--- config.mk ---
export PLATFORM = sky130hd
export DESIGN_NAME = mws_pos
export DESIGN_NICKNAME = d
export VERILOG_FILES = /design/src/mws_pkg.sv /design/src/mws_pos.sv
export SDC_FILE = /design/constraint.sdc
export NUM_CORES = 1
export LEC_CHECK = 0
export CAP_MARGIN = 15
export CORE_AREA = 8 8 75 77
export DETAILED_ROUTE_END_ITERATION = 12
export DIE_AREA = 0 0 83 85
export DONT_BUFFER_PORTS = 1
export PLACE_DENSITY = 0.91
export SLEW_MARGIN = 25
export SYNTH_ARGS = -nofsm -noshare
export SYNTH_HDL_FRONTEND = slang
export SYNTH_SLANG_ARGS = --single-unit
export TNS_END_PERCENT = 10
--- constraint.sdc ---
create_clock -name clk -period 6.1 [get_ports clk]
set_input_delay 1.22 -clock clk [delete_from_list [all_inputs] [get_ports clk]]
set_output_delay 1.22 -clock clk [all_outputs]
set_load 0.1 [all_outputs]
--- src/mws_pkg.sv ---
// Shared types and constants for the masked 3x3 window sum block.
// No dependencies; imported by every module of the block except mws_ram.
package mws_pkg;

  localparam int MWS_MAX_WIDTH = 1024;
  localparam int KSIZE = 3;
  localparam int PIX_W = 8;
  localparam int SUM_W = 12;
  localparam int MASK_W = 9;
  localparam int FW_W = 11;
  localparam int FH_W = 16;
  localparam int CFG_IDX_W = 2;
  localparam int CFG_DATA_W = 16;

  localparam logic [MASK_W-1:0] MASK_RESET = 9'd341;
  localparam logic [FW_W-1:0] FW_RESET = 11'd450;
  localparam logic [FH_W-1:0] FH_RESET = 16'd450;

  typedef enum logic [CFG_IDX_W-1:0] {
    REG_MASK   = 2'd0,
    REG_WIDTH  = 2'd1,
    REG_HEIGHT = 2'd2
  } cfg_reg_t;

  // Per-pixel markers produced by the position tracker.
  typedef struct packed {
    logic emit;
    logic row_end;
    logic frame_end;
  } win_flags_t;

endpackage

--- src/mws_pos.sv ---
// Raster position tracker: column/row counters, window and end markers.
// Depends on mws_pkg.
module mws_pos #(
  parameter int MAX_WIDTH = mws_pkg::MWS_MAX_WIDTH
) (
  input  logic                         clk,
  input  logic                         rst,
  input  logic                         accept,
  input  logic                         frame_start,
  input  logic [mws_pkg::FW_W-1:0]     frame_width,
  input  logic [mws_pkg::FH_W-1:0]     frame_height,
  output logic [$clog2(MAX_WIDTH)-1:0] col,
  output mws_pkg::win_flags_t          flags
);
  import mws_pkg::*;

  localparam int CW = $clog2(MAX_WIDTH);
  localparam int EW = ($clog2(MAX_WIDTH + 1) > FW_W) ? $clog2(MAX_WIDTH + 1) : FW_W;

  logic [CW-1:0]   column_count;
  logic [FH_W-1:0] row_count;
  logic [CW-1:0]   column_count_next;
  logic [FH_W-1:0] row_count_next;

  logic [FH_W-1:0] row;
  logic [EW-1:0]   fw_ext;
  logic [EW-1:0]   w_eff;
  logic [EW-1:0]   last_col;
  logic [EW-1:0]   col_ext;
  logic [FH_W-1:0] h_eff;
  logic [FH_W-1:0] last_row;

  always_comb begin
    col = frame_start ? '0 : column_count;
    row = frame_start ? '0 : row_count;

    // Clamp the size registers to the supported range.
    fw_ext = EW'(frame_width);
    if (fw_ext < EW'(KSIZE)) begin
      w_eff = EW'(KSIZE);
    end else if (fw_ext > EW'(MAX_WIDTH)) begin
      w_eff = EW'(MAX_WIDTH);
    end else begin
      w_eff = fw_ext;
    end
    h_eff = (frame_height < FH_W'(KSIZE)) ? FH_W'(KSIZE) : frame_height;
    last_col = w_eff - EW'(1);
    last_row = h_eff - FH_W'(1);
    col_ext  = EW'(col);

    flags.emit      = (row >= FH_W'(KSIZE - 1)) && (col_ext >= EW'(KSIZE - 1));
    flags.row_end   = (col_ext == last_col);
    flags.frame_end = (col_ext == last_col) && (row == last_row);

    // A shrunk size may leave the position past the end: wrap all the same.
    if (col_ext >= last_col) begin
      column_count_next = '0;
      row_count_next    = (row >= last_row) ? '0 : row + FH_W'(1);
    end else begin
      column_count_next = col + CW'(1);
      row_count_next    = row;
    end
  end

  always_ff @(posedge clk) begin
    if (rst) begin
      column_count <= '0;
      row_count    <= '0;
    end else if (accept) begin
      column_count <= column_count_next;
      row_count    <= row_count_next;
    end
  end

endmodule

# Word level (Yosys, flattened, before mapping)
# Cells that the tools add are included.
# totals
register_bits	26
in_bits	31
# op_classes
addsub	4
n_lt_le_gt_ge	7
eq_ne	2
mux	8
n_reduce_logical	2
# op_table
op	count
$mux W16	4
$mux W11	2
$mux W10	2
$add A16 B1 Y16 const B	1
$eq A16 B16 Y1	1
$ge A16 B16 Y1	1
$ge A16 B2 Y1 const B	1
$lt A16 B2 Y1 const B	1
$sub A16 B1 Y16 const B	1
$eq A10 B11 Y1	1
$ge A10 B11 Y1	1
$gt A11 B11 Y1 const B	1
$lt A11 B2 Y1 const B	1
$sub A11 B1 Y11 const B	1
$add A10 B1 Y10 const B	1
$ge A10 B2 Y1 const B	1
$logic_and A1 B1 Y1	2

# Longest topological paths before layout
# logic_depth
ltp_word	6
ltp_mapped	18
mapped_depth_nobuf	17

# Worst setup path before layout
# No wires, ideal clock.
# synth_path
path_kind	input-to-output
startpoint	input port frame_start
endpoint	output port flags[0] in the netlist's numbering
arrival_time_ns	7.042
required_time_ns	4.880
slack_ns	-2.162
path_stages	9
n_path_buf	3
path_cell_list	buf_2 -> buf_2 -> clkbuf_1 -> nor2b_1 -> ha_1 -> and4_1 -> nand4_1 -> nor3_1 -> and3_1
# synth_lines
item	line	rtl
start: declaration	mws_pos.sv:9	input logic frame_start,
end: declaration	mws_pos.sv:13	output mws_pkg::win_flags_t flags

==> flow_summary.yaml <==
sta:
  timing.setup.tns_ps: 0
  finalHoldViolations: 0
  rel_slew_slack: 0.323
  whs_ps: 468
  report.final.slew_viol_count: 0
  total_setup_violations_reported_at_the_end_of_the_flow: 0
  unrepaired_setup_endpoints_after_global_routing: "no"
  timing.final.ws_setup_ps: 642
  period_share: 0.895
  worst-slew-pin-transition_ps: 1020
  fin_crit_ps: 5460
  final_skew_ps: 4.01
  max_freq_mhz: 183
critical_path:
  cp_slowest_stage_delay_ps: 540
  wp_buf_inv: 1
  timing.critical_path.max_delay_family: "simple AND/OR/NAND/NOR gates"
  critical_path_peak_fanout: 4
  critical_path_class: "input port to output port"
  cp.arrival_ps: 4240
  reg2reg_depth: 9
  crit_path_cell_trace: "or4_4, or4_4, nor2_2, nor2_1, ha_1, nand2b_1, or3_1, nor4_1, xnor2_1, ha_1, nand4_1, nor2_1, and3_2, buf_12"
  worstSetupEndpointType: "output port"
  critical_path_required_ps: 4880
  worst_setup_path_start_kind: "input port"
  slowest_library_cell_on_the_worst_path: "or4_4"
  cp-startpoint: "frame_height[11]"
  worst_r2r_endpoint: "row_count[14]"
  reg2reg_setup_slack_ps: 2810
  crit-reg2reg-launch: "column_count[6]"
power_and_ir_drop:
  static-leakage-power_uw: 0.00123
  ir_drop_v: 0.0000990
  power_per_cell_area_nw_per_um2: 112
floorplanning:
  initial_core_util: 0.624
  placeableCoreArea_um2: 4540
  fp.dieH_um: 85
  fp-row-count: 25
  die_area_um2: 7060
  ioPinCount: 44
  die_x_um: 83
finish:
  drive_gt1_frac: 0.0912
  n_antenna_cell: 0
  fin_nets: 438
  flow.area_growth_from_synthesis_pct: 6.46
  core_util_final: 0.664
synthesis:
  synthesis.instances: 374
  synthesis.area_per_instance_um2: 7.56
  netlist_top_cells_count: "nor2_1 (41), ha_1 (32), dfxtp_1 (26), nor2b_1 (26), nand2_1 (22)"
  netlist.area_leader.share: 0.184
  asyncSetResetFlopFracSynth: 0
  ys_dominant_reg_cell: "dfxtp_1"
  synth_seq_area_share: 0.184
  synth.net_count: 437
  synth.distinct_cells: 60
  yosys-top-cells-area: "dfxtp_1 (18%), ha_1 (14%), nor2b_1 (5.7%)"
  synth_area_um2: 2830
  synth_largest_area_cell: "dfxtp_1"
  yosysWarnings: 0
  yosys_register_bits: 26
  synthMostInstantiatedCell: "nor2_1"
  synth-edff-count: 0
global_route:
  grt_remaining_overflow: 0
  grt_usage: 0.202
  grt_first_pass_wirelength_um: 12500
  grt_start_max_net_pins: 37
  grt_antenna_before_repair: 0
  grt_pass1_vias: 2776
outcome:
  run_status: "completed"
cts:
  ctsResizeCount: 0
  clock-sinks: 26
  cts.root.buffer_cell: "clkbuf_8"
  clk-insertion-delay-late_ps: 270
  cts-htree-levels: 1
  post_cts_hold_buffer_count: 0
  cts-root-to-sink-buffers: 2
  post-cts-setup-buffer-count: 0
  clk_pin_slew_ps: 90
  cts_tree: "built"
  cts_buffers: 3
placement:
  numPortBuffers: 0
  gpl.final_weighted_congestion: 0.852
  place_worst_setup_slack_ps: 651
  place_hpwl_um: 5780
route:
  route.detailed.wl_per_inst_um: 17.3
  routed_via_count_divided_by_cell_count: 6.85
  drt_iter0_markers: 278
  drc: 0
  detailed_route_wl_um: 7400
  drt-pass1-iter-count: 5
  dr_total_vias: 2927
  drtAntennaViolNets: 0
worst_hold_path:
  worst_hold_path_type: "flop to flop"
  hold_path_startpoint: "row_count[1]"
  worst_hold_path.num_cells: 2
  min_delay_worst_endpoint: "row_count[1]"
flow_run:
  max_cap_violations: 0
-- routing by layer --
metal,wire length [µm],global-route usage,part of all wire
met4,132,0.0639,0.018
met3,649,0.0517,0.088
met2,3700,0.368,0.50
met1,2920,0.222,0.39
met5,0,0,0
-- cell families after synthesis --
logic type | count (synthesis) | synth area share
AO/OA/AOI/OAI | 80 | 0.192
AND/OR/NAND/NOR | 187 | 0.372
adder cells (fa/ha/maj) | 32 | 0.142
buffers and inverters | 26 | 0.0367
multiplexers | 6 | 0.0212
flip-flops | 26 | 0.184
XOR/XNOR | 17 | 0.0526
-- power breakdown --
group          total (µW)  internal [µW]  switching, µW
clock network        99.0           44.4           54.6
registers             173            172           1.82
logic                65.2           28.5           36.7
total                 337            244           93.1
-- layout by cell type, fill, tap and decap left out, drive strengths merged, types with 6 or more instances in the layout --
| cell type | count |
|---|---|
| a22o | 6 |
| nor3 | 17 |
| o21ai | 16 |
| dfxtp | 26 |
| nor2b | 26 |
| nor2 | 42 |
| ha | 32 |
| nand3 | 15 |
| xnor2 | 13 |
| nor4 | 13 |
| inv | 12 |
| buf | 10 |
| and3 | 9 |
| nand4 | 8 |
| mux2i | 6 |
| a21oi | 19 |
| nand2 | 22 |
-- per-stage QoR --
step           std cells  power (µW)  area [µm²]
5_1_grt              427         353        3010
3_5_place_dp         424         242        2970
3_3_place_gp         424         238        2970
2_1_floorplan        374         237        2870
4_1_cts              427         338        3010
6_report             427         337        3010
-- area by class of cell --
type	instances	area, µm²
flip-flops and latches	26	520
well taps	54	67.6
clock buffers	3	41.3
inverters	12	45.0
fillers	371	1520
multi-input cells	322	2250
repair buffers	10	87.6
-- flip-flops by register name, summed over array words and instances (netlist names) --
register / flops
row_count: 16
column_count: 10
-- worst min-delay path, cell delays in order (launching register included) --
cell,delay (ps)
dfxtp_1,330
nand2_1,60
a21oi_1,50
-- worst max path at each step --
stage,cells after the start,slack (ps),to
4_1_cts,14,640,flags[0]
3_3_place_gp,14,770,flags[0]
5_1_grt,14,450,flags[0]
6_report,14,640,flags[0]
2_1_floorplan,12,140,flags[0]
3_5_place_dp,14,650,flags[0]
(Power assumes the default switching activity.)
