$ cat config.mk
export PLATFORM = sky130hd
export DESIGN_NAME = mws_window
export DESIGN_NICKNAME = d
export VERILOG_FILES = /design/src/mws_pkg.sv /design/src/mws_window.sv
export SDC_FILE = /design/constraint.sdc
export NUM_CORES = 1
export LEC_CHECK = 0
export CELL_PAD_IN_SITES_DETAIL_PLACEMENT = 1
export CELL_PAD_IN_SITES_GLOBAL_PLACEMENT = 1
export CORE_MARGIN = 4
export CORE_UTILIZATION = 45
export CTS_BUF_LIST = sky130_fd_sc_hd__clkbuf_8
export DETAILED_ROUTE_END_ITERATION = 16
export DONT_BUFFER_PORTS = 1
export HOLD_SLACK_MARGIN = 0.03
export PLACE_DENSITY = 0.8
export SLEW_MARGIN = 20
export SYNTH_ARGS = -nofsm -noshare
export SYNTH_HDL_FRONTEND = slang
export SYNTH_SLANG_ARGS = --single-unit
$ cat constraint.sdc
create_clock -name clk -period 19.35 [get_ports clk]
set_input_delay 1.935 -clock clk [delete_from_list [all_inputs] [get_ports clk]]
set_output_delay 1.935 -clock clk [all_outputs]
set_load 0.005 [all_outputs]
$ cat src/mws_pkg.sv
// Shared types and constants for the masked 3x3 window sum block.
// No dependencies; imported by every module of the block except mws_ram.
package mws_pkg;

  localparam int MWS_MAX_WIDTH = 1024;
  localparam int KSIZE = 3;
  localparam int PIX_W = 8;
  localparam int SUM_W = 12;
  localparam int MASK_W = 9;
  localparam int FW_W = 11;
  localparam int FH_W = 16;
  localparam int CFG_IDX_W = 2;
  localparam int CFG_DATA_W = 16;

  localparam logic [MASK_W-1:0] MASK_RESET = 9'd341;
  localparam logic [FW_W-1:0] FW_RESET = 11'd450;
  localparam logic [FH_W-1:0] FH_RESET = 16'd450;

  typedef enum logic [CFG_IDX_W-1:0] {
    REG_MASK   = 2'd0,
    REG_WIDTH  = 2'd1,
    REG_HEIGHT = 2'd2
  } cfg_reg_t;

  // Per-pixel markers produced by the position tracker.
  typedef struct packed {
    logic emit;
    logic row_end;
    logic frame_end;
  } win_flags_t;

endpackage

$ cat src/mws_window.sv
// Window column registers, masked 3x3 adder and output register.
// Depends on mws_pkg.
module mws_window (
  input  logic                         clk,
  input  logic                         rst,
  input  logic                         load,
  input  mws_pkg::win_flags_t          flags,
  input  logic [mws_pkg::PIX_W-1:0]    px,
  input  logic [mws_pkg::PIX_W-1:0]    above,
  input  logic [mws_pkg::PIX_W-1:0]    top,
  input  logic [mws_pkg::MASK_W-1:0]   mask_bits,
  input  logic                         out_ready,
  output logic                         out_valid,
  output logic [mws_pkg::SUM_W-1:0]    window_sum,
  output logic                         row_end,
  output logic                         frame_end
);
  import mws_pkg::*;

  // wr[c*3 + r]: column 0 is the oldest, row 0 the top
  logic [PIX_W-1:0] wr [6];
  logic [PIX_W-1:0] newcol [KSIZE];
  logic [PIX_W-1:0] tap [9];
  logic [SUM_W-1:0] sum;

  always_comb begin
    newcol[0] = top;
    newcol[1] = above;
    newcol[2] = px;
    for (int r = 0; r < KSIZE; r++) begin
      tap[r*3]     = wr[r];
      tap[r*3 + 1] = wr[3 + r];
      tap[r*3 + 2] = newcol[r];
    end
    sum = '0;
    for (int i = 0; i < 9; i++) begin
      if (mask_bits[i]) begin
        sum = sum + SUM_W'(tap[i]);
      end
    end
  end

  always_ff @(posedge clk) begin
    if (rst) begin
      for (int i = 0; i < 6; i++) begin
        wr[i] <= '0;
      end
    end else if (load) begin
      for (int r = 0; r < KSIZE; r++) begin
        wr[r]     <= wr[3 + r];
        wr[3 + r] <= newcol[r];
      end
    end
  end

  always_ff @(posedge clk) begin
    if (rst) begin
      out_valid <= 1'b0;
    end else if (load && flags.emit) begin
      out_valid <= 1'b1;
    end else if (out_ready) begin
      out_valid <= 1'b0;
    end
  end

  always_ff @(posedge clk) begin
    if (load && flags.emit) begin
      window_sum <= sum;
      row_end    <= flags.row_end;
      frame_end  <= flags.frame_end;
    end
  end

endmodule

* After elaboration in Yosys (flattened, before gate mapping)
Memories as Yosys holds them, arrays and structs flattened. Index checks and enable logic that the tools add are counted.
Word-level totals: bits in writable memories 48, bits in registers 15, word-level logic and storage cells 43, memories 1, output and inout bits 15, input bits 40
Memory list:
- wr | words 6, bits a word 8, read ports 6, clocked after memory_dff 0, wr ports 6, RTL line mws_window.sv:21 | logic [PIX_W-1:0] wr [6];
Cells by class: mux-type cells 22, bitwise logic cells 6, add/sub/neg operators 8, reduce and logical (&&, ||, !) cells 2
Operators by type and width (number):
- $add A12 B8 Y12 | 8
- $mux W12 | 8
- $mux W8 | 7
- $mux W1 | 7
- $or A1 B1 Y1 | 6
- $reduce_bool A2 Y1 | 1
- $logic_and A1 B1 Y1 | 1

* Depth between registers and ports, before layout
Gate-level depths: netlist of the first run. An unclocked memory read counts as a cell.
word-level depth 18, depth in mapped cells 48

* Worst setup path after synthesis of the first run
No wires, ideal clock.
kind input port to flip-flop, start input port mask_bits[0] (netlist name), end register window_sum[11] (netlist name) (data pin), data required time 19.170 ns, library setup time 0.180 ns, slack 9.273 ns, path buffers 0, cell stages on the path 45, data arrival time 9.897 ns, cells stage by stage and2_1 > ha_1 > inv_1 > fa_1 > xnor2_1 > mux2_2 > ha_1 > nand2_1 > o211ai_1 > a21oi_1 > xnor2_1 > mux2_2 > ha_1 > or2_2 > o221ai_2 > nand2_1 > nand2_1 > o21a_1 > [9 not listed] > mux2_2 > ha_1 > o21a_1 > o31a_1 > a211oi_1 > a21o_1 > ha_1 > a21boi_0 > o21ai_0 > o21a_1 > ha_1 > o21ai_0 > nand2b_1 > a21oi_1 > nand3b_1 > maj3_2 > or4b_1 > o311ai_1
Between the ends: word-level cells in the longest chain between the ends 17
RTL lines:
- from (decl) | RTL line mws_window.sv:11 | input logic [mws_pkg::MASK_W-1:0] mask_bits,
- $mux W8 (*) | RTL line mws_window.sv:37 | if (mask_bits[i]) begin
- $add A12 B8 Y12 | RTL line mws_window.sv:38 | sum = sum + SUM_W'(tap[i]);
- $mux W12 (*) | RTL line mws_window.sv:37
- $add A12 B8 Y12 | RTL line mws_window.sv:38
- $mux W12 (*) | RTL line mws_window.sv:37
- $add A12 B8 Y12 | RTL line mws_window.sv:38
- $mux W12 (*) | RTL line mws_window.sv:37
- $add A12 B8 Y12 | RTL line mws_window.sv:38
- [2 not listed]
- $mux W12 (*) | RTL line mws_window.sv:37
- $add A12 B8 Y12 | RTL line mws_window.sv:38
- $mux W12 (*) | RTL line mws_window.sv:37
- $add A12 B8 Y12 | RTL line mws_window.sv:38
- $mux W12 (*) | RTL line mws_window.sv:37
- $add A12 B8 Y12 | RTL line mws_window.sv:38
- $mux W12 (*) | RTL line mws_window.sv:37
- net sum[11] | RTL line mws_window.sv:24 | logic [SUM_W-1:0] sum;
- to (signal assigned) | RTL line mws_window.sv:68 | window_sum <= sum;
- to (decl) | RTL line mws_window.sv:14 | output logic [mws_pkg::SUM_W-1:0] window_sum,
Mark *: on every way through the listed nets, which the timed path passes. The rest lies on a longest branch. A chain may end at the register's enable or synchronous reset.

* Final worst setup path of the first run
Same ends and word-level chain as after synthesis.

==> flow_summary_export.csv, run 1 <==
group,metric,value,unit
run_status,status,"completed",
sta,hold_viol_final,0,
route,drc,0,
grt,use_met1,22.7,%
layout,layout-drive-gt1-share,9.72,%
flow_run,cap_violations,0,
floorplan,dieWidth,124,um
sta,final.period_utilization,56.3,%
route,detail_route.wl_per_cell,18.5,um
clocking,cts_post_setup_buffers_inserted,0,
critical_path,cp_max_fo,8,
route,ant_nets,0,
clocking,insertion_delay,370,ps
placement,placed_cells,800,
clocking,cts.sinks,63,
layout,layout.nets,747,
floorplan,initial_core_util,45.9,%
critical_path,crit_buf_inv,1,
power,swShare,41.0,%
placement,dpl.hpwl,11.9,mm
synth,avgSynthCellArea,9.58,sq um
synth,synthTopCellsByCount,"ha_1, edfxtp_1, and2_1",
sta,holdWs,539,ps
synth,synth_most_common_cell,"ha_1",
grt,use_met2,37.0,%
synth,ys_seq_area_share,30.9,%
critical_path,path_common_cell,"ha_1",
critical_path,crit_type,"in -> reg",
layout,design_area,0.00642,sq mm
clocking,ctsHoldBuffers,0,
grt,grt_max_degree,49,
grt,grt-busiest-layer,"met2",
power,comb_power_share,59.6,%
power,internal-power,0.407,mW
sta,fin_skew,9.18,ps
route,wl,15.1,mm
synth,synthFlopType,"edfxtp_1",
synth,synthDominantCellAreaShare,30.6,%
clocking,clkTransAtPathRegs,70,ps
layout,stdcell_count,815,
synth,synth_seq_cells,63,
sta,period_needed,10890,ps
sta,setup_viol,0,
floorplan,ios,55,
power,power.total,0.690,mW
layout,nFillCells,1531,
min_path,holdCritPathClass,"reg -> reg",
power,p_seq_share,26.2,%
synth,synth.area.top_cells,"edfxtp_1, ha_1, and2_1",
synth,synth.distinct_cells,64,
grt,grt_pass1_vias,5174,
power,p_per_area,108,mW/mm^2
critical_path,critPathLaunchType,"primary input",
grt,grt_pass1_wl,25.5,mm
clocking,numCtsBuffers,9,
route,via_per_inst,5.77,
floorplan,coreArea,0.0132,sq mm
sta,setup_tns,0,ps
critical_path,required,19520,ps
grt,grt_util_met3,4.85,%
floorplan,die_y,124,um
route,dr.pass1.iters,4,
route,drtIter0Drc,252,
sta,rsz0062_at_grt,"false",
power,clkPwrFrac,14.2,%
sta,max_freq,91.8,MHz
placement,place_area,0.00627,sq mm
critical_path,critPathSlowestCell,"or4b_1",
grt,grtUsageTotal,20.1,%
clocking,cts.path.max_buffers,2,
floorplan,num_rows,42,
clocking,htreeDepth,3,
floorplan,dieArea,0.0154,sq mm
sta,setup_ws,8460,ps
critical_path,crit_family,"adder cells",
route,via_count,4703,
power,p_sw,0.283,mW
placement,pre_cts_slack,8130,ps
grt,antenna_found_initial,1,
synth,synth_area,0.00608,sq mm
placement,place_congestion,0.836,
critical_path,cp_data_arrival_time,11060,ps
clocking,cts_root_buffer,"clkbuf_8",
sta,worst_pin_slew,738,ps
synth,yosys.area.top_type,"edfxtp_1",
synth,syn_inst,635,
placement,portBuffers,0,
power,leakage,2.68,nW
synth,yosysWarnings,0,
clocking,cts_resized,0,
synth,synth_nets,747,
power,peakVddDrop,0.0509,mV
clocking,cts_tree,"yes",
critical_path,max_stage_delay,480,ps
grt,grt_overflow,0,
sta,finalMaxSlewViolations,0,
synth,async_flop_share,0,%
sta,max-slew-margin-rel,50.8,%
synth,synth_edf_count,62,
critical_path,cp-end-kind,"flip-flop",
layout,fin_util,48.5,%
layout,area_delta_synth_final,5.51,%
[worst min-delay path: stages (launching register included)]
cell,delay [ps]
dfxtp_1,330
a21oi_1,120
nor2_1,50
[cells in the final DEF, fill, tap and decap left out, types with 3 or more instances in the layout]
| cell type | count |
|---|---|
| a211oi_1 | 13 |
| a21boi_0 | 5 |
| a21o_1 | 19 |
| a21oi_1 | 33 |
| and2_1 | 55 |
| clkbuf_8 | 9 |
| edfxtp_1 | 62 |
| fa_1 | 8 |
| ha_1 | 64 |
| inv_1 | 46 |
| mux2_2 | 26 |
| mux2i_1 | 8 |
| nand2_1 | 36 |
| nand2b_1 | 4 |
| nand3_1 | 8 |
| nand3b_1 | 6 |
| nor2_1 | 39 |
| nor2b_1 | 10 |
| nor3_1 | 11 |
| o211ai_1 | 3 |
| o21a_1 | 25 |
| o21ai_0 | 35 |
| o21ai_1 | 9 |
| o21bai_1 | 5 |
| o31a_1 | 6 |
| or2_2 | 3 |
| xnor2_1 | 32 |
| xnor2_2 | 3 |
| xor2_1 | 9 |
[area by class of cell]
cell class,count,area (sq um),area share (%)
inverter,44,165,2.57
antenna,1,2.50,0.0390
sequential,63,1880,29.3
clock buffer,9,124,1.93
tap,176,220,3.43
timing repair buffer,2,15.0,0.234
multi-input combinational,515,3990,62.1
clock inverter,5,21.3,0.331
[layer usage]
layer	up-vias	share of wire, %
li1	2311	-
met2	59	52
met1	2318	42
met4	0	1.5
met5	-	0
met3	15	4.3
[registers in the layout, indices dropped and copies added, names as in the netlist]
register and cells:
frame_end 1, out_valid 1, row_end 1, window_sum 12, wr 48
[worst paths after layout]
check,startpoint,slack [ps],cells past startpoint,to
worst max register to register,wr[0][1],9650,47,window_sum[11]
worst min register to register,out_valid,540,2,out_valid
worst max-delay path,mask_bits[0],8460,45,window_sum[11]
worst min-delay path,out_valid,540,2,out_valid
[cell families (layout without fill, tap and decap cells)]
family | count (synthesis) | in the layout | synth area share (%)
fa+ha+maj | 74 | 74 | 16.1
compound gates | 185 | 185 | 21.0
xor+xnor | 45 | 45 | 7.16
other cells | 0 | 1 | 0
flops | 63 | 63 | 30.9
simple gates | 177 | 177 | 15.1
buf+inv | 57 | 60 | 3.54
mux | 34 | 34 | 6.13
[power by group through the flow]
stage | clock (mW) | sequential [mW] | combinational, mW
finish | 0.0979 | 0.181 | 0.411
global route | 0.106 | 0.183 | 0.464
CTS | 0.100 | 0.181 | 0.414
detailed placement | 0 | 0.184 | 0.410
global placement | 0 | 0.184 | 0.382
floorplan | 0 | 0.181 | 0.332
(Power assumes the default switching activity.)
==> run 2, diff against run 1 <==
--- a/config.mk
+++ b/config.mk
@@ -5,15 +5,16 @@
 export SDC_FILE = /design/constraint.sdc
 export NUM_CORES = 1
 export LEC_CHECK = 0
+export ABC_AREA = 1
 export CELL_PAD_IN_SITES_DETAIL_PLACEMENT = 1
 export CELL_PAD_IN_SITES_GLOBAL_PLACEMENT = 1
 export CORE_MARGIN = 4
-export CORE_UTILIZATION = 45
+export CORE_UTILIZATION = 44
 export CTS_BUF_LIST = sky130_fd_sc_hd__clkbuf_8
 export DETAILED_ROUTE_END_ITERATION = 16
 export DONT_BUFFER_PORTS = 1
 export HOLD_SLACK_MARGIN = 0.03
-export PLACE_DENSITY = 0.8
+export PLACE_DENSITY = 0.86
 export SLEW_MARGIN = 20
 export SYNTH_ARGS = -nofsm -noshare
 export SYNTH_HDL_FRONTEND = slang
==> constraint.sdc (replaced) <==
create_clock -name clk -period 9.4 [get_ports clk]
set_input_delay 0.94 -clock clk [delete_from_list [all_inputs] [get_ports clk]]
set_output_delay 0.94 -clock clk [all_outputs]
set_load 0.005 [all_outputs]
==> run 2 against run 1 <==
Effect of this change:
- routed wire length grew 6.7%
- combinational power up 57%
- via count rose by 15%
- sequential power rose by 98%
- non-clock buffer count down 1
- clock-buffer cell count unchanged
- largest power group unchanged
- largest cell class unchanged
- final area rose by 2.8%
- register-to-register slack worse by 8800 ps
- critical path type unchanged
==> flow_summary_export.csv, run 2 <==
group,metric,value,unit
layout,antenna_cells,0,
min_path,worstHoldEndpoint,"out_valid",
power,internal-power,0.737,mW
sta,period_needed,8720,ps
sta,worst_pin_slew,1030,ps
clocking,ctsHoldBuffers,0,
sta,max_freq,115,MHz
critical_path,reg2reg_from,"wr[0][0]",
power,p_seq_share,28.1,%
clocking,insertion_delay,370,ps
synth,synth_edf_count,62,
critical_path,crit_type,"in -> reg",
route,detail_route.wl_per_cell,15.4,um
power,power.total,1.28,mW
sta,rsz0062_at_grt,"false",
grt,antenna_found_initial,0,
clocking,cts.path.max_buffers,2,
synth,synth.distinct_cells,36,
grt,grt_overflow,0,
sta,hold_viol_final,0,
critical_path,rr_worst_depth,48,
sta,final.period_utilization,92.8,%
critical_path,crit_buf_inv,9,
power,swShare,42.2,%
synth,avgSynthCellArea,7.18,sq um
layout,most-common-layout-cells,"nand2_1, inv_1, nor2_1",
power,peakVddDrop,0.0987,mV
layout,fin_util,47.5,%
critical_path,critPathLaunchType,"primary input",
placement,dpl.hpwl,12.8,mm
clocking,cts.sinks,63,
clocking,cts_tree,"yes",
placement,place_area,0.00639,sq mm
critical_path,cp_max_fo,8,
clocking,numCtsBuffers,9,
critical_path,critPathSlowestCell,"fa_1",
synth,yosysWarnings,0,
grt,grt_max_degree,49,
floorplan,dieArea,0.0161,sq mm
layout,layout-drive-gt1-share,6.91,%
synth,synthDominantCellAreaShare,29.9,%
grt,grtUsageTotal,21.2,%
floorplan,die_y,127,um
critical_path,crit_family,"adder cells",
synth,syn_inst,867,
sta,finalMaxSlewViolations,0,
layout,layout.nets,975,
clocking,cts_root_buffer,"clkbuf_8",
critical_path,path_common_cell,"nand2_1",
synth,yosys.area.top_type,"edfxtp_1",
synth,ys_seq_area_share,30.2,%
synth,synthFlopType,"edfxtp_1",
min_path,hold_depth,2,
critical_path,max_stage_delay,520,ps
power,p_per_area,193,mW/mm^2
floorplan,ios,55,
critical_path,required,9540,ps
route,ant_nets,0,
layout,nFillCells,1814,
layout,regMostFlops,"wr",
synth,synth_nets,979,
route,wl,16.1,mm
floorplan,coreArea,0.0139,sq mm
route,via_per_inst,5.14,
synth,synth_most_common_cell,"nand2_1",
grt,grt_pass1_vias,5864,
floorplan,initial_core_util,44.8,%
flow_run,cap_violations,0,
sta,holdWs,489,ps
synth,synth.area.top_cells,"edfxtp_1, nand2_1, ha_1",
synth,synth_area,0.00622,sq mm
critical_path,r2r_slack,870,ps
clocking,clkTransAtPathRegs,80,ps
layout,final_common_cell,"nand2_1",
clocking,cts_post_setup_buffers_inserted,0,
route,drtIter0Drc,253,
route,via_count,5385,
min_path,holdCritPathClass,"reg -> reg",
layout,reg_top3,"wr: 48 flops, window_sum: 12 flops",
placement,pre_cts_slack,-191,ps
run_status,status,"completed",
synth,synthTopCellsByCount,"nand2_1, inv_1, nor2_1",
power,p_sw,0.538,mW
critical_path,cp-end-kind,"flip-flop",
synth,synth_seq_cells,63,
route,drc,0,
layout,design_area,0.00660,sq mm
floorplan,dieWidth,127,um
placement,portBuffers,0,
layout,area_delta_synth_final,6.07,%
power,comb_power_share,50.7,%
critical_path,cp_data_arrival_time,8860,ps
sta,setup_viol,0,
min_path,min_from,"out_valid",
power,clkPwrFrac,21.2,%
power,leakage,3.47,nW
floorplan,num_rows,43,
sta,max-slew-margin-rel,30.8,%
route,dr.pass1.iters,4,
sta,fin_skew,7.01,ps
grt,grt_pass1_wl,27.8,mm
sta,setup_ws,681,ps
layout,largest_reg_flops,48,
clocking,htreeDepth,3,
critical_path,r2r_end,"window_sum[11]",
synth,async_flop_share,0,%
placement,place_congestion,0.842,
==> run 2: kinds of logic (layout without fill, tap and decap cells) <==
kind of cell | count (synthesis) | in the layout | synth area share, %
xor gates and xnor gates | 34 | 34 | 4.79
AOI/OAI and AO/OA | 116 | 116 | 10.4
DFF | 63 | 63 | 30.2
adders and majority gates | 72 | 72 | 15.4
and+or+nand+nor | 403 | 403 | 28.2
buffers and inverters | 179 | 180 | 10.9
==> run 2: what timing repair did <==
| item | in CTS | in global routing |
|---|---|---|
| resized for setup | 0 | 9 |
| setup endpoints to repair | 0 | 6 |
| hold endpoints to repair | 0 | 0 |
==> run 2: per-layer routing <==
| metal | part of all wire (%) | up-vias | track usage [%] |
|---|---|---|---|
| met2 | 47 | 82 | 36.8 |
| li1 | - | 2756 | - |
| met1 | 47 | 2529 | 26.6 |
| met3 | 4.3 | 18 | 4.25 |
| met4 | 1.7 | 0 | 6.25 |
| met5 | 0 | - | 0 |
==> run 2: worst max-delay path by stage <==
stage,from,endpoint,cells past startpoint
2_1_floorplan,mask_bits[0],window_sum[11],49
3_3_place_gp,mask_bits[0],window_sum[11],47
3_5_place_dp,mask_bits[0],window_sum[10],42
4_1_cts,mask_bits[0],window_sum[10],42
5_1_grt,mask_bits[0],window_sum[11],48
6_report,mask_bits[0],window_sum[11],48
==> run 2: per-stage QoR <==
| stage | std cells | TNS [ps] |
|---|---|---|
| 2_1_floorplan | 867 | 0 |
| 3_3_place_gp | 1032 | 0 |
| 3_5_place_dp | 1032 | -548 |
| 4_1_cts | 1048 | 0 |
| 5_1_grt | 1048 | 0 |
| 6_report | 1048 | 0 |
==> run 2: final cells by class <==
class                           count  area (sq um)  share of cell area [%]
Clock buffer                        9           124                    1.88
Inverter                          163           612                    9.27
Sequential cell                    63          1880                    28.5
Timing Repair Buffer                1          7.51                   0.114
Clock inverter                      7          87.6                    1.33
Multi-Input combinational cell    625          3660                    55.5
Tap cell                          180           225                    3.41
==> run 2: power groups by stage <==
| stage | Combinational (mW) | Sequential [mW] | Clock (mW) |
|---|---|---|---|
| after floorplan | 0.512 | 0.359 | 0 |
| after global placement | 0.610 | 0.364 | 0 |
| after detailed placement | 0.640 | 0.364 | 0 |
| after CTS | 0.648 | 0.359 | 0.276 |
| after global routing | 0.752 | 0.361 | 0.285 |
| final | 0.647 | 0.358 | 0.271 |
==> run 2: worst register-to-register path, delay by kind of cell (launching register included) <==
kind / cells / cell delay (ps)
compound gates: 11 / 1980
xor+xnor: 3 / 430
fa+ha+maj: 9 / 3380
buf+inv: 9 / 580
flops: 1 / 350
simple gates: 16 / 1590
